==> config.mk <==
export PLATFORM = sky130hd
export DESIGN_NAME = escaped_byte_deframer
export DESIGN_NICKNAME = d
export VERILOG_FILES = /design/src/design/edf_pkg.sv /design/src/design/edf_queue.sv /design/src/design/edf_front.sv /design/src/design/edf_back.sv /design/src/design/escaped_byte_deframer.sv
export SDC_FILE = /design/constraint.sdc
export NUM_CORES = 1
export LEC_CHECK = 0
export BUFFER_PORTS_ARGS = -buffer_cell sky130_fd_sc_hd__buf_2
export CAP_MARGIN = 20
export CORE_MARGIN = 4
export CORE_UTILIZATION = 28
export DETAILED_ROUTE_END_ITERATION = 6
export PLACE_DENSITY = 0.51
export SLEW_MARGIN = 25
export SYNTH_ARGS = -nofsm -noshare
export SYNTH_HDL_FRONTEND = slang
export SYNTH_SLANG_ARGS = --single-unit
==> constraint.sdc <==
create_clock -name clk -period 2.8 [get_ports clk]
set_input_delay 0.28 -clock clk [delete_from_list [all_inputs] [get_ports clk]]
set_output_delay 0.28 -clock clk [all_outputs]
set_load 0.05 [all_outputs]
==> src/design/edf_pkg.sv <==
// Shared types, codes and defaults for the escaped byte deframer.
package edf_pkg;

  localparam int BUFFER_DEPTH_DEF = 256;
  localparam int QUEUE_DEPTH_DEF  = 2;

  localparam int CFG_INDEX_W = 3;
  localparam int CFG_DATA_W  = 8;

  localparam logic [CFG_INDEX_W-1:0] REG_RX_MODE       = 3'd0;
  localparam logic [CFG_INDEX_W-1:0] REG_ESCAPE_ENABLE = 3'd1;
  localparam logic [CFG_INDEX_W-1:0] REG_ESCAPE_BYTE   = 3'd2;
  localparam logic [CFG_INDEX_W-1:0] REG_XOR_MASK      = 3'd3;
  localparam logic [CFG_INDEX_W-1:0] REG_HEAD_BYTE     = 3'd4;
  localparam logic [CFG_INDEX_W-1:0] REG_TAIL_BYTE     = 3'd5;
  localparam logic [CFG_INDEX_W-1:0] REG_FIXED_LENGTH  = 3'd6;

  typedef enum logic [1:0] {
    MODE_FRAME = 2'd0,
    MODE_FIXED = 2'd1,
    MODE_PLAIN = 2'd2
  } mode_t;

  typedef enum logic [1:0] {
    ST_STORED  = 2'd0,
    ST_ESCAPE  = 2'd1,
    ST_IGNORED = 2'd2,
    ST_DROPPED = 2'd3
  } status_t;

  typedef struct packed {
    logic [1:0] rx_mode;
    logic       escape_enable;
    logic [7:0] escape_byte;
    logic [7:0] xor_mask;
    logic [7:0] head_byte;
    logic [7:0] tail_byte;
    logic [7:0] fixed_length;
  } cfg_t;

  // Item passed from the escape front end to the framing back end.
  typedef struct packed {
    logic       esc;
    logic [7:0] data;
  } tok_t;

  typedef struct packed {
    logic       stored;
    logic [7:0] write_index;
    logic [7:0] write_data;
    logic       frame_end;
    logic [8:0] fill_after;
    status_t    status;
  } res_t;

endpackage

==> src/design/edf_queue.sv <==
// Small first-in first-out queue of fixed-width items.
module edf_queue import edf_pkg::*; #(
  parameter int WIDTH = 8,
  parameter int DEPTH = QUEUE_DEPTH_DEF
) (
  input  logic             clk,
  input  logic             rst,
  input  logic             push,
  input  logic [WIDTH-1:0] push_data,
  output logic             full,
  input  logic             pop,
  output logic [WIDTH-1:0] pop_data,
  output logic             empty
);

  localparam int AW = (DEPTH > 1) ? $clog2(DEPTH) : 1;
  localparam int CW = $clog2(DEPTH + 1);

  logic [WIDTH-1:0] mem [DEPTH];
  logic [AW-1:0]    wr_ptr;
  logic [AW-1:0]    rd_ptr;
  logic [CW-1:0]    count;
  logic             do_push;
  logic             do_pop;

  assign full     = (count == CW'(DEPTH));
  assign empty    = (count == '0);
  assign do_push  = push && !full;
  assign do_pop   = pop && !empty;
  assign pop_data = mem[rd_ptr];

  always_ff @(posedge clk) begin
    if (do_push) begin
      mem[wr_ptr] <= push_data;
    end
  end

  always_ff @(posedge clk) begin
    if (rst) begin
      wr_ptr <= '0;
      rd_ptr <= '0;
      count  <= '0;
    end else begin
      if (do_push) begin
        wr_ptr <= (wr_ptr == AW'(DEPTH - 1)) ? '0 : wr_ptr + AW'(1);
      end
      if (do_pop) begin
        rd_ptr <= (rd_ptr == AW'(DEPTH - 1)) ? '0 : rd_ptr + AW'(1);
      end
      if (do_push && !do_pop) begin
        count <= count + CW'(1);
      end else if (do_pop && !do_push) begin
        count <= count - CW'(1);
      end
    end
  end

endmodule

==> src/design/edf_front.sv <==
// Front end: accepts raw bytes and resolves escape sequences.
module edf_front import edf_pkg::*; (
  input  logic       clk,
  input  logic       rst,
  input  cfg_t       cfg,
  input  logic       accept,
  input  logic [7:0] rx_byte,
  output tok_t       tok
);

  logic escape_pending;
  logic escape_pending_next;
  logic is_escape;

  assign is_escape = cfg.escape_enable && (rx_byte == cfg.escape_byte) && !escape_pending;

  always_comb begin
    escape_pending_next = escape_pending;
    tok.esc  = 1'b0;
    tok.data = rx_byte;
    if (is_escape) begin
      tok.esc = 1'b1;
      escape_pending_next = 1'b1;
    end else if (cfg.escape_enable && escape_pending) begin
      tok.data = rx_byte ^ cfg.xor_mask;
      escape_pending_next = 1'b0;
    end
  end

  always_ff @(posedge clk) begin
    if (rst) begin
      escape_pending <= 1'b0;
    end else if (accept) begin
      escape_pending <= escape_pending_next;
    end
  end

endmodule

==> src/design/edf_back.sv <==
// Back end: applies the framing mode and tracks the buffer fill count.
module edf_back import edf_pkg::*; #(
  parameter int BUFFER_DEPTH = BUFFER_DEPTH_DEF
) (
  input  logic clk,
  input  logic rst,
  input  cfg_t cfg,
  input  logic fire,
  input  tok_t tok,
  output res_t res
);

  localparam int FW = $clog2(BUFFER_DEPTH + 1);
  localparam int XW = (FW > 9) ? FW : 9;

  logic          in_frame;
  logic          in_frame_next;
  logic [FW-1:0] fill_count;
  logic [FW-1:0] fill_count_next;
  logic [FW-1:0] fill_base;
  logic          framed;
  logic          closes;
  logic [XW-1:0] idx_x;
  logic [XW-1:0] fill_x;
  logic [XW-1:0] len_x;

  assign len_x  = XW'(cfg.fixed_length);
  assign fill_x = XW'(fill_count_next);

  always_comb begin
    in_frame_next   = in_frame;
    fill_count_next = fill_count;
    fill_base       = fill_count;
    framed          = 1'b0;
    closes          = 1'b0;
    idx_x           = '0;
    res.stored      = 1'b0;
    res.write_data  = '0;
    res.frame_end   = 1'b0;
    res.status      = ST_IGNORED;

    if (tok.esc) begin
      res.status = ST_ESCAPE;
    end else begin
      case (cfg.rx_mode)
        MODE_FRAME: begin
          if (tok.data == cfg.head_byte) begin
            fill_base     = '0;
            in_frame_next = 1'b1;
            framed        = 1'b1;
          end else if (in_frame) begin
            framed = 1'b1;
            closes = (tok.data == cfg.tail_byte);
          end
        end
        MODE_FIXED: begin
          if (cfg.fixed_length != '0) begin
            framed = 1'b1;
            if (!in_frame) begin
              fill_base     = '0;
              in_frame_next = 1'b1;
            end else begin
              closes = (XW'(fill_count) >= len_x);
            end
          end
        end
        MODE_PLAIN: begin
          if (fill_count < FW'(BUFFER_DEPTH)) begin
            idx_x           = XW'(fill_count);
            res.write_data  = tok.data;
            res.stored      = 1'b1;
            res.status      = ST_STORED;
            fill_count_next = fill_count + FW'(1);
          end else begin
            fill_count_next = '0;
            res.status      = ST_DROPPED;
          end
        end
        default: begin
          res.status = ST_IGNORED;
        end
      endcase

      if (framed) begin
        if (fill_base >= FW'(BUFFER_DEPTH)) begin
          // The frame no longer fits, so it is abandoned.
          in_frame_next   = 1'b0;
          fill_count_next = fill_base;
          res.status      = ST_DROPPED;
        end else begin
          idx_x           = XW'(fill_base);
          res.write_data  = tok.data;
          res.stored      = 1'b1;
          res.status      = ST_STORED;
          fill_count_next = fill_base + FW'(1);
          if (closes) begin
            res.frame_end = 1'b1;
            in_frame_next = 1'b0;
          end
        end
      end
    end

    res.write_index = idx_x[7:0];
    res.fill_after  = fill_x[8:0];
  end

  always_ff @(posedge clk) begin
    if (rst) begin
      in_frame   <= 1'b0;
      fill_count <= '0;
    end else if (fire) begin
      in_frame   <= in_frame_next;
      fill_count <= fill_count_next;
    end
  end

  a_fill_bound: assert property (@(posedge clk) disable iff (rst)
    fill_count <= FW'(BUFFER_DEPTH))
    else $error("fill count exceeds buffer depth");

  a_end_closes: assert property (@(posedge clk) disable iff (rst)
    fire && res.frame_end |=> !in_frame)
    else $error("frame still open after frame end");

  a_end_stored: assert property (@(posedge clk) disable iff (rst)
    fire && res.frame_end |-> res.stored && (res.status == ST_STORED))
    else $error("frame end without a stored byte");

  a_drop_keeps: assert property (@(posedge clk) disable iff (rst)
    fire && (res.status == ST_DROPPED) && (cfg.rx_mode != MODE_PLAIN)
      |=> !in_frame && $stable(fill_count))
    else $error("dropped byte changed the fill count or kept the frame");

endmodule

==> src/design/escaped_byte_deframer.sv <==
// Top level of the escaped byte deframer: configuration, front end, queues, back end.
//
//  channel   handshake                 payload
//  input     push / full               rx_byte
//  result    empty / pop               stored, write_index, write_data, frame_end,
//                                      fill_after, status
//  config    cfg_valid / cfg_ready     cfg_index, cfg_data
//
// One item per cycle is sustained while the result queue has room; an accepted item
// moves from the middle queue through the back end into the result queue to be popped.
// Reset clears the escape, frame and fill state and loads register defaults.
// The middle queue lets the front end keep accepting while the back end waits for
// room in the result queue; full rises once the middle queue holds QUEUE_DEPTH items.
module escaped_byte_deframer import edf_pkg::*; #(
  parameter int BUFFER_DEPTH = BUFFER_DEPTH_DEF,
  parameter int QUEUE_DEPTH  = QUEUE_DEPTH_DEF
) (
  input  logic                   clk,
  input  logic                   rst,
  input  logic                   push,
  output logic                   full,
  input  logic [7:0]             rx_byte,
  output logic                   empty,
  input  logic                   pop,
  output logic                   stored,
  output logic [7:0]             write_index,
  output logic [7:0]             write_data,
  output logic                   frame_end,
  output logic [8:0]             fill_after,
  output logic [1:0]             status,
  input  logic                   cfg_valid,
  output logic                   cfg_ready,
  input  logic [CFG_INDEX_W-1:0] cfg_index,
  input  logic [CFG_DATA_W-1:0]  cfg_data
);

  localparam int TW = $bits(tok_t);
  localparam int RW = $bits(res_t);

  cfg_t          cfg;
  tok_t          front_tok;
  tok_t          mid_tok;
  logic [TW-1:0] mid_bits;
  logic          mid_empty;
  logic          accept;
  logic          fire;
  logic          out_full;
  res_t          back_res;
  res_t          out_res;
  logic [RW-1:0] out_bits;

  assign cfg_ready = 1'b1;

  always_ff @(posedge clk) begin
    if (rst) begin
      cfg.rx_mode       <= MODE_PLAIN;
      cfg.escape_enable <= 1'b1;
      cfg.escape_byte   <= 8'd125;
      cfg.xor_mask      <= 8'd32;
      cfg.head_byte     <= 8'd126;
      cfg.tail_byte     <= 8'd127;
      cfg.fixed_length  <= 8'd0;
    end else if (cfg_valid && cfg_ready) begin
      case (cfg_index)
        REG_RX_MODE:       cfg.rx_mode       <= cfg_data[1:0];
        REG_ESCAPE_ENABLE: cfg.escape_enable <= cfg_data[0];
        REG_ESCAPE_BYTE:   cfg.escape_byte   <= cfg_data;
        REG_XOR_MASK:      cfg.xor_mask      <= cfg_data;
        REG_HEAD_BYTE:     cfg.head_byte     <= cfg_data;
        REG_TAIL_BYTE:     cfg.tail_byte     <= cfg_data;
        REG_FIXED_LENGTH:  cfg.fixed_length  <= cfg_data;
        default: begin
        end
      endcase
    end
  end

  assign accept = push && !full;

  edf_front u_front (
    .clk     (clk),
    .rst     (rst),
    .cfg     (cfg),
    .accept  (accept),
    .rx_byte (rx_byte),
    .tok     (front_tok)
  );

  edf_queue #(.WIDTH(TW), .DEPTH(QUEUE_DEPTH)) u_mid_q (
    .clk       (clk),
    .rst       (rst),
    .push      (push),
    .push_data (front_tok),
    .full      (full),
    .pop       (fire),
    .pop_data  (mid_bits),
    .empty     (mid_empty)
  );

  assign mid_tok = tok_t'(mid_bits);
  assign fire    = !mid_empty && !out_full;

  edf_back #(.BUFFER_DEPTH(BUFFER_DEPTH)) u_back (
    .clk  (clk),
    .rst  (rst),
    .cfg  (cfg),
    .fire (fire),
    .tok  (mid_tok),
    .res  (back_res)
  );

  edf_queue #(.WIDTH(RW), .DEPTH(QUEUE_DEPTH)) u_out_q (
    .clk       (clk),
    .rst       (rst),
    .push      (fire),
    .push_data (back_res),
    .full      (out_full),
    .pop       (pop),
    .pop_data  (out_bits),
    .empty     (empty)
  );

  assign out_res     = res_t'(out_bits);
  assign stored      = out_res.stored;
  assign write_index = out_res.write_index;
  assign write_data  = out_res.write_data;
  assign frame_end   = out_res.frame_end;
  assign fill_after  = out_res.fill_after;
  assign status      = out_res.status;

endmodule

# Word level (Yosys, flattened, before mapping)
# Memories as Yosys holds them, arrays and structs flattened. A register that Yosys moved wholly into a read port is not among the register bits.
# Index checks and enable logic that the tools add are counted.
[totals]
n_memories = 2
wordCells = 153
in_bits = 24
ram_bits = 76
out_inout_bits = 32
ff_bits = 62
[classes]
bitwise_logic = 2
reduce_logical = 38
add_sub_neg = 10
n_eq_ne = 13
mux = 69
magnitude_cmp = 3
[memory_table]
columns = ["name", "depth", "width", "rd", "rd_ports_with_merged_regs", "wr", "line_no", "source"]
rows = [
  ["u_out_q.mem", 2, 29, 1, 1, 1, "edf_queue.sv:19", "logic [WIDTH-1:0] mem [DEPTH];"],
  ["u_mid_q.mem", 2, 9, 1, 1, 1, "edf_queue.sv:19", ""],
]
[ops]
columns = ["operator", "n"]
rows = [
  ["9-bit 2-to-1 mux", 12],
  ["8-bit 2-to-1 mux", 9],
  ["1-bit 2-to-1 mux", 35],
  ["8-bit == test", 3],
  ["9-bit by 1-bit adder with 9-bit output, second input constant", 2],
  ["2-bit 2-to-1 mux", 9],
  ["9-bit one-hot mux with 2 select lines", 1],
  ["2-bit AND reduction", 9],
  ["1-bit logical AND", 12],
  ["3-bit == test, second input constant", 3],
  ["9-bit by 8-bit >= comparator with 1-bit output", 1],
  ["9-bit >= comparator, second input constant", 1],
  ["1-bit zero test", 9],
  ["9-bit < comparator, second input constant", 1],
  ["8-bit nonzero test", 1],
  ["8-bit XOR", 1],
  ["2-bit == test, second input constant", 3],
  ["3-bit by 2-bit == test with 1-bit output, second input constant", 2],
  ["2-bit zero test", 3],
  ["1-bit one-hot mux with 2 select lines", 3],
  ["2-bit nonzero test", 3],
  ["1-bit adder, second input constant", 4],
  ["2-bit by 1-bit adder with 2-bit output, second input constant", 2],
  ["2-bit by 1-bit subtractor with 2-bit output, second input constant", 2],
  ["other kinds (4)", 4],
]

# Longest topological paths before layout
# Gate-level depths: netlist of the first run.
[logic_depth]
depth_word = 9
ltp_mapped = 13
depth_no_buf = 12

# Modules after synthesis
# A second synthesis of the first run with hierarchy kept.
[unflattened]
hier_cells = 616
area_unflattened_um2 = 7003.0
[by_module_without_submodules]
columns = ["module", "instances", "area_each_um2", "cells_each", "seq_area_each_um2"]
rows = [
  ["edf_queue (u_out_q)", 1, 2306.0, 115, 1841.8],
  ["edf_back", 1, 1826.8, 244, 200.2],
  ["escaped_byte_deframer", 1, 1740.4, 167, 860.8],
  ["edf_queue (u_mid_q)", 1, 864.6, 53, 640.6],
  ["edf_front", 1, 265.3, 37, 20.0],
]

# Worst setup path after synthesis of the first run
# No wires, ideal clock.
[synth_path]
path_type = "reg2reg"
startpoint = "register with a tool-made name"
endpoint = "memory u_out_q.mem[0][4] (netlist name) (data pin)"
path_buffers = 1
t_arrival_ns = 2.730
t_required_ns = 2.524
path_slack_ns = -0.206
setup_ns = 0.276
synth_period_minus_slack_ns = 3.006
path_stages_with_launch = 13
path_cell_list = "dfxtp_1 -> buf_6 -> mux2i_2 -> xnor2_1 -> or4_4 -> o32ai_4 -> nor2_1 -> ha_1 -> inv_1 -> o21ai_0 -> a32o_1 -> a211oi_1 -> o21ai_0"
[synth_rtl]
columns = ["item", "line_no"]
rows = [
  ["end, declared", "edf_queue.sv:19"],
]

==> reports/metrics.cfg, run 1 <==
[placed_design]
dpl_cell_area_um2 = 7630
routabilityCongestion = 0.866
io_buffers = 54
hpwl_um = 12200
post-place-ws_ns = -0.117

[worst_setup_path]
cp_max_fo = 5
worstSetupStartpointType = register
required_ns = 2.94
critPathBufInv = 2
worstSetupPathType = register to register
critPathArrivalTime_ns = 3.04
crit_family = compound AO/OA/AOI/OAI gates
max_stage_delay_ns = 0.56
worst_setup_path_end_kind = register
crit_slowest_cell = or4_4
crit_chain = buf_12 > mux2i_4 > xnor2_2 > or4_4 > o32ai_4 > nor2_2 > ha_4 > inv_2 > o21ai_2 > a32o_1 > a211oi_2 > o21ai_1

[timing]
tightest_slew_ns = 0.638
finalMaxSlewViolations = 0
rsz0062_at_grt = true
setup_viol = 7
finClkSkew_ns = 0.00825
max_freq_mhz = 345
tns_ns = -0.352
fin_ws_ns = -0.0956
fin_crit_ns = 2.90
hold_viol = 0
fin_crit_sh = 1.03
timing.slew.headroom = 0.568

[grt]
grt-ovfl-total = 0
grtUsageTotal = 0.133
grt_first_pass_wirelength_um = 27000
grt_antenna_before_repair = 0
grt_pass1_vias = 4919
grt_max_degree = 33

[detailed_routing]
drtPass1Iterations = 5
drc = 0
viasPerCell = 4.59
routed_wl_um = 16900
drtIter0Drc = 322
wl_per_cell_um = 16.1
num_vias = 4829
ant_nets = 0

[yosys]
synth_top_cell_by_area = edfxtp_1
syn_inst = 619
synth_top_area_share = 0.346
synth_edf_count = 76
synth_warnings = 0
synth_cell_type_count = 61
synth_common_cells = nand2_1 (90), edfxtp_1 (76), dfxtp_1 (64)
synth-main-ff-cell = edfxtp_1
yosysSeqAreaShare = 0.539
ys_ff_latch = 140
synth_most_common_cell = nand2_1
synth_area_per_cell_um2 = 10.7
netlist_area_um2 = 6610
synthTopCellsByArea = edfxtp_1 (35%), dfxtp_1 (19%), mux2_2 (5.1%)
synthArstFlopShare = 0
synth_nets = 656

[floorplan]
ios = 56
die_w_um = 162
dieArea_um2 = 26100
coreArea_um2 = 22900
start_util = 0.288
row_count = 55
die_h_um = 162

[layout]
syn2layout_area_growth_pct = 27.2
final_area_um2 = 8400
drive_above_1_share = 0.287
antenna_cells = 0
nets = 762

[clocking]
clk_path_buf_depth = 2
cts_max_level = 4
clock_latency_ns = 0.42
cts.sinks = 140
path_clk_slew_ns = 0.06
cts_buffers = 17
cts_tree = done
cts_hold_buf = 0
root_buffer = clkbuf_16

[power]
seq_power_share = 0.362
leakage_uw = 0.00302
p_int_uw = 4840
ir_drop_v = 0.000491
pwr-share-clk = 0.263
power.switching_uw = 2990
combPwrFrac = 0.375
swShare = 0.382
powerDensity_nw_per_um2 = 932

[worst_hold_path]
min_path_type = input pin to register

[run]
max-cap-violations = 0

[outcome]
violations = negative setup slack
outcome = complete, but fails checks

==> registers in the layout, indices dropped and copies added, names as in the netlist, named ones only <==
signal,flops
u_back.in_frame,1
cfg,43
u_out_q.rd_ptr,1
u_out_q.wr_ptr,1
u_back.fill_count,9
u_front.escape_pending,1
u_mid_q.rd_ptr,1
u_mid_q.wr_ptr,1
u_mid_q.count,2
u_out_q.mem,58
u_out_q.count,2
u_mid_q.mem,18
==> layout by cell type (no fill, tap or decap), types with 15 or more instances in the layout <==
cell type	instances
nand2_1	90
edfxtp_1	76
dfxtp_1	63
buf_2	54
buf_4	51
nor2_1	44
a21oi_1	33
mux2_2	30
mux2i_1	20
inv_1	19
xnor2_1	18
xor2_1	18
clkbuf_16	18
o21ai_0	15
==> power groups by stage <==
stage / Clock, µW / Sequential [µW] / Combinational (µW)
2_1_floorplan: 0 / 2840 / 2130
3_3_place_gp: 0 / 2870 / 2860
3_5_place_dp: 0 / 2870 / 2870
4_1_cts: 2110 / 2840 / 2960
5_1_grt: 2190 / 2890 / 3140
6_report: 2060 / 2840 / 2930
==> worst paths after layout <==
| kind | startpoint | to | slack [ns] | depth (start not counted) |
|---|---|---|---|---|
| max reg2reg | register | u_out_q.mem[0][4]$_DFFE_PP_ | -0.1 | 12 |
| min reg2reg | cfg[25]$_SDFFE_PP0P_ | cfg[25]$_SDFFE_PP0P_ | 0.46 | 2 |
| min | cfg_data[7] | cfg[39]$_SDFFE_PP0P_ | 0.17 | 3 |
| max | register | u_out_q.mem[0][4]$_DFFE_PP_ | -0.1 | 12 |
==> tightest hold or removal path: stages <==
cell	delay [ns]
buf_2	0.15
nand2_1	0.07
a21oi_1	0.05
==> final cells by class <==
class / instances / area, µm²
Clock inverter: 10 / 65.1
Tap cell: 313 / 392
Clock buffer: 22 / 475
Inverter: 20 / 75.1
Timing Repair Buffer: 111 / 746
Sequential cell: 140 / 3570
Fill cell: 2315 / 14500
Multi-Input combinational cell: 435 / 3080
==> kinds of logic after synthesis <==
| family | count (synthesis) | synth area share |
|---|---|---|
| AND/OR/NAND/NOR | 220 | 0.154 |
| flip-flops | 140 | 0.539 |
| AO/OA/AOI/OAI | 103 | 0.105 |
| multiplexers | 58 | 0.0964 |
| buffers and inverters | 44 | 0.0269 |
| XOR/XNOR | 40 | 0.0530 |
| adder cells (fa/ha/maj) | 13 | 0.0246 |
| other | 1 | 0.000568 |
==> metrics by stage <==
step | util | total power, µW | cells | hold WS (ns)
after floorplan | - | 4970 | 619 | 0.404
after global placement | 0.333 | 5730 | 1013 | 0.443
after detailed placement | 0.333 | 5740 | 1013 | 0.447
after CTS | 0.363 | 7910 | 1049 | 0.155
after global routing | 0.367 | 8220 | 1051 | 0.179
final | 0.367 | 7830 | 1051 | 0.173
==> layer usage <==
| layer | up-vias | share of wire | GRT usage |
|---|---|---|---|
| met2 | 92 | 0.45 | 0.209 |
| met3 | 17 | 0.035 | 0.0286 |
| met1 | 2284 | 0.50 | 0.183 |
| met5 | - | 0 | 0 |
| met4 | 0 | 0.015 | 0.0415 |
| li1 | 2436 | - | - |
==> what timing repair did <==
item                                    4_1_cts  5_1_grt
endpoints found under the setup margin       17       59
cloned                                        1        0
setup buffers                                 3        2
pin swaps                                     4        6
gates resized for setup                      16       15
(Power assumes the default switching activity.)
==> run 2, diff against run 1 <==
- PLACE_DENSITY: 0.51 -> not set
==> reports/metrics.cfg, run 2 (synthesis results as in run 1) <==
[layout]
syn2layout_area_growth_pct = 28.4
top_register = u_out_q.mem
nets = 764
final_cell_mix = nand2_1 (90), edfxtp_1 (76), dfxtp_1 (63), buf_4 (55), buf_2 (54)
antenna_cells = 0
drive_above_1_share = 0.291
largest_reg_flops = 58
final_common_cell = nand2_1
final_area_um2 = 8480
fillers = 2251
multi_input_area_um2 = 3090
largestRegisters = u_out_q.mem x58, cfg x43, u_mid_q.mem x18
finalNonFillerCells = 1053
regArea_um2 = 3570

[clocking]
cts_hold_buf = 0
root_buffer = clkbuf_16
cts_buffers = 17
clk_path_buf_depth = 2
cts.sinks = 140
clock_latency_ns = 0.42
path_clk_slew_ns = 0.06
cts_tree = done
cts_max_level = 4

[timing]
max_freq_mhz = 341
setup_viol = 9
fin_ws_ns = -0.128
finalMaxSlewViolations = 0
tightest_slew_ns = 0.637
hold_viol = 0
rsz0062_at_grt = true
finClkSkew_ns = 0.0104
timing.slew.headroom = 0.572
fin_crit_sh = 1.05
hold_slack_ns = 0.148
fin_crit_ns = 2.93

[grt]
grt_antenna_before_repair = 0
grt-ovfl-total = 0
grt_max_degree = 44
grt_first_pass_wirelength_um = 26000
grt_pass1_vias = 4875
grtUsageTotal = 0.126

[power]
ir_drop_v = 0.000500
seq_power_share = 0.354
pwr-share-clk = 0.278
powerDensity_nw_per_um2 = 946
swShare = 0.374
leakage_uw = 0.00307
power.switching_uw = 3000
power.total_uw = 8020
combPwrFrac = 0.367
p_int_uw = 5020

[worst_setup_path]
worst_setup_path_end_kind = register
worstSetupPathType = register to register
worstSetupStartpointType = register
cp_max_fo = 5
crit_chain = buf_12 > buf_12 > mux2i_4 > xnor2_2 > or4_4 > o32ai_4 > nor2_2 > ha_4 > nand2_1 > nand3_1 > o21ai_2 > a32o_2 > a211oi_2 > buf_4 > o32ai_2
cpMostUsedCell = buf_12
cp_num_cells = 15
critPathArrivalTime_ns = 3.26
crit_family = compound AO/OA/AOI/OAI gates
required_ns = 3.13
max_stage_delay_ns = 0.45
reg2regPathDepth = 15
critPathBufInv = 3
crit_slowest_cell = or4_4

[worst_hold_path]
min_path_type = input pin to register
worstHoldPathCells = 3

[placed_design]
hpwl_um = 11400
routabilityCongestion = 0.913
dpl_cell_area_um2 = 7610
io_buffers = 54
place_inst = 1010

[detailed_routing]
drtPass1Iterations = 5
drtIter0Drc = 383
routed_wl_um = 16000
ant_nets = 0
drc = 0
wl_per_cell_um = 15.2
viasPerCell = 4.68
num_vias = 4932

[floorplan]
start_util = 0.288
coreArea_um2 = 22900
dieArea_um2 = 26100
die_w_um = 162
row_count = 55
ios = 56
die_h_um = 162

[outcome]
violations = negative setup slack
outcome = complete, but fails checks

[run]
max-cap-violations = 0

## run 2: area by class of cell
| cell class | instances | area share |
|---|---|---|
| clock buffer | 21 | 0.0581 |
| clock inverter | 11 | 0.0117 |
| inverter | 20 | 0.00915 |
| multi-input combinational | 435 | 0.365 |
| sequential | 140 | 0.421 |
| tap | 313 | 0.0462 |
| timing repair buffer | 113 | 0.0898 |
## run 2: path summary, 6_finish.rpt
kind,to,slack (ns),startpoint
worst max-delay path,u_back.fill_count[2]$_SDFFE_PP0P_,-0.13,register
worst min-delay path,cfg[39]$_SDFFE_PP0P_,0.15,cfg_data[7]
worst max register to register,u_back.fill_count[2]$_SDFFE_PP0P_,-0.13,register
worst min register to register,cfg[26]$_SDFFE_PP0P_,0.46,cfg[26]$_SDFFE_PP0P_
## run 2: metal layers
| metal | vias up | GRT usage | share of wire |
|---|---|---|---|
| met5 | - | 0 | 0 |
| met4 | 0 | 0.0330 | 0.0097 |
| met3 | 15 | 0.0322 | 0.046 |
| met2 | 116 | 0.194 | 0.45 |
| met1 | 2359 | 0.176 | 0.49 |
| li1 | 2442 | - | - |
## run 2: power groups by stage
| stage | logic [µW] | clock network [µW] | registers, µW |
|---|---|---|---|
| 2_1_floorplan | 2130 | 0 | 2840 |
| 3_3_place_gp | 2830 | 0 | 2860 |
| 3_5_place_dp | 2840 | 0 | 2870 |
| 4_1_cts | 2960 | 2280 | 2840 |
| 5_1_grt | 3180 | 2380 | 2890 |
| 6_report | 2950 | 2230 | 2840 |
## run 2: through the flow
step	TNS [ns]	util	setup WS (ns)
after detailed placement	-0.946	0.332	-0.156
after floorplan	-0.146	-	-0.0378
final	-0.533	0.370	-0.128
after global routing	-3.56	0.370	-0.226
after CTS	-0.241	0.366	-0.0837
after global placement	-0.242	0.332	-0.0702
## run 2: what timing repair did
| action | 4_1_cts | 5_1_grt |
|---|---|---|
| buffers inserted | 5 | 5 |
| resized for setup | 18 | 14 |
| pin swaps | 5 | 6 |
| setup endpoints to repair | 9 | 51 |
| gates cloned | 1 | 0 |
## run 2: tightest hold or removal path: stages
cell	delay (ns)
buf_2	0.14
nand2_1	0.06
a21oi_1	0.05
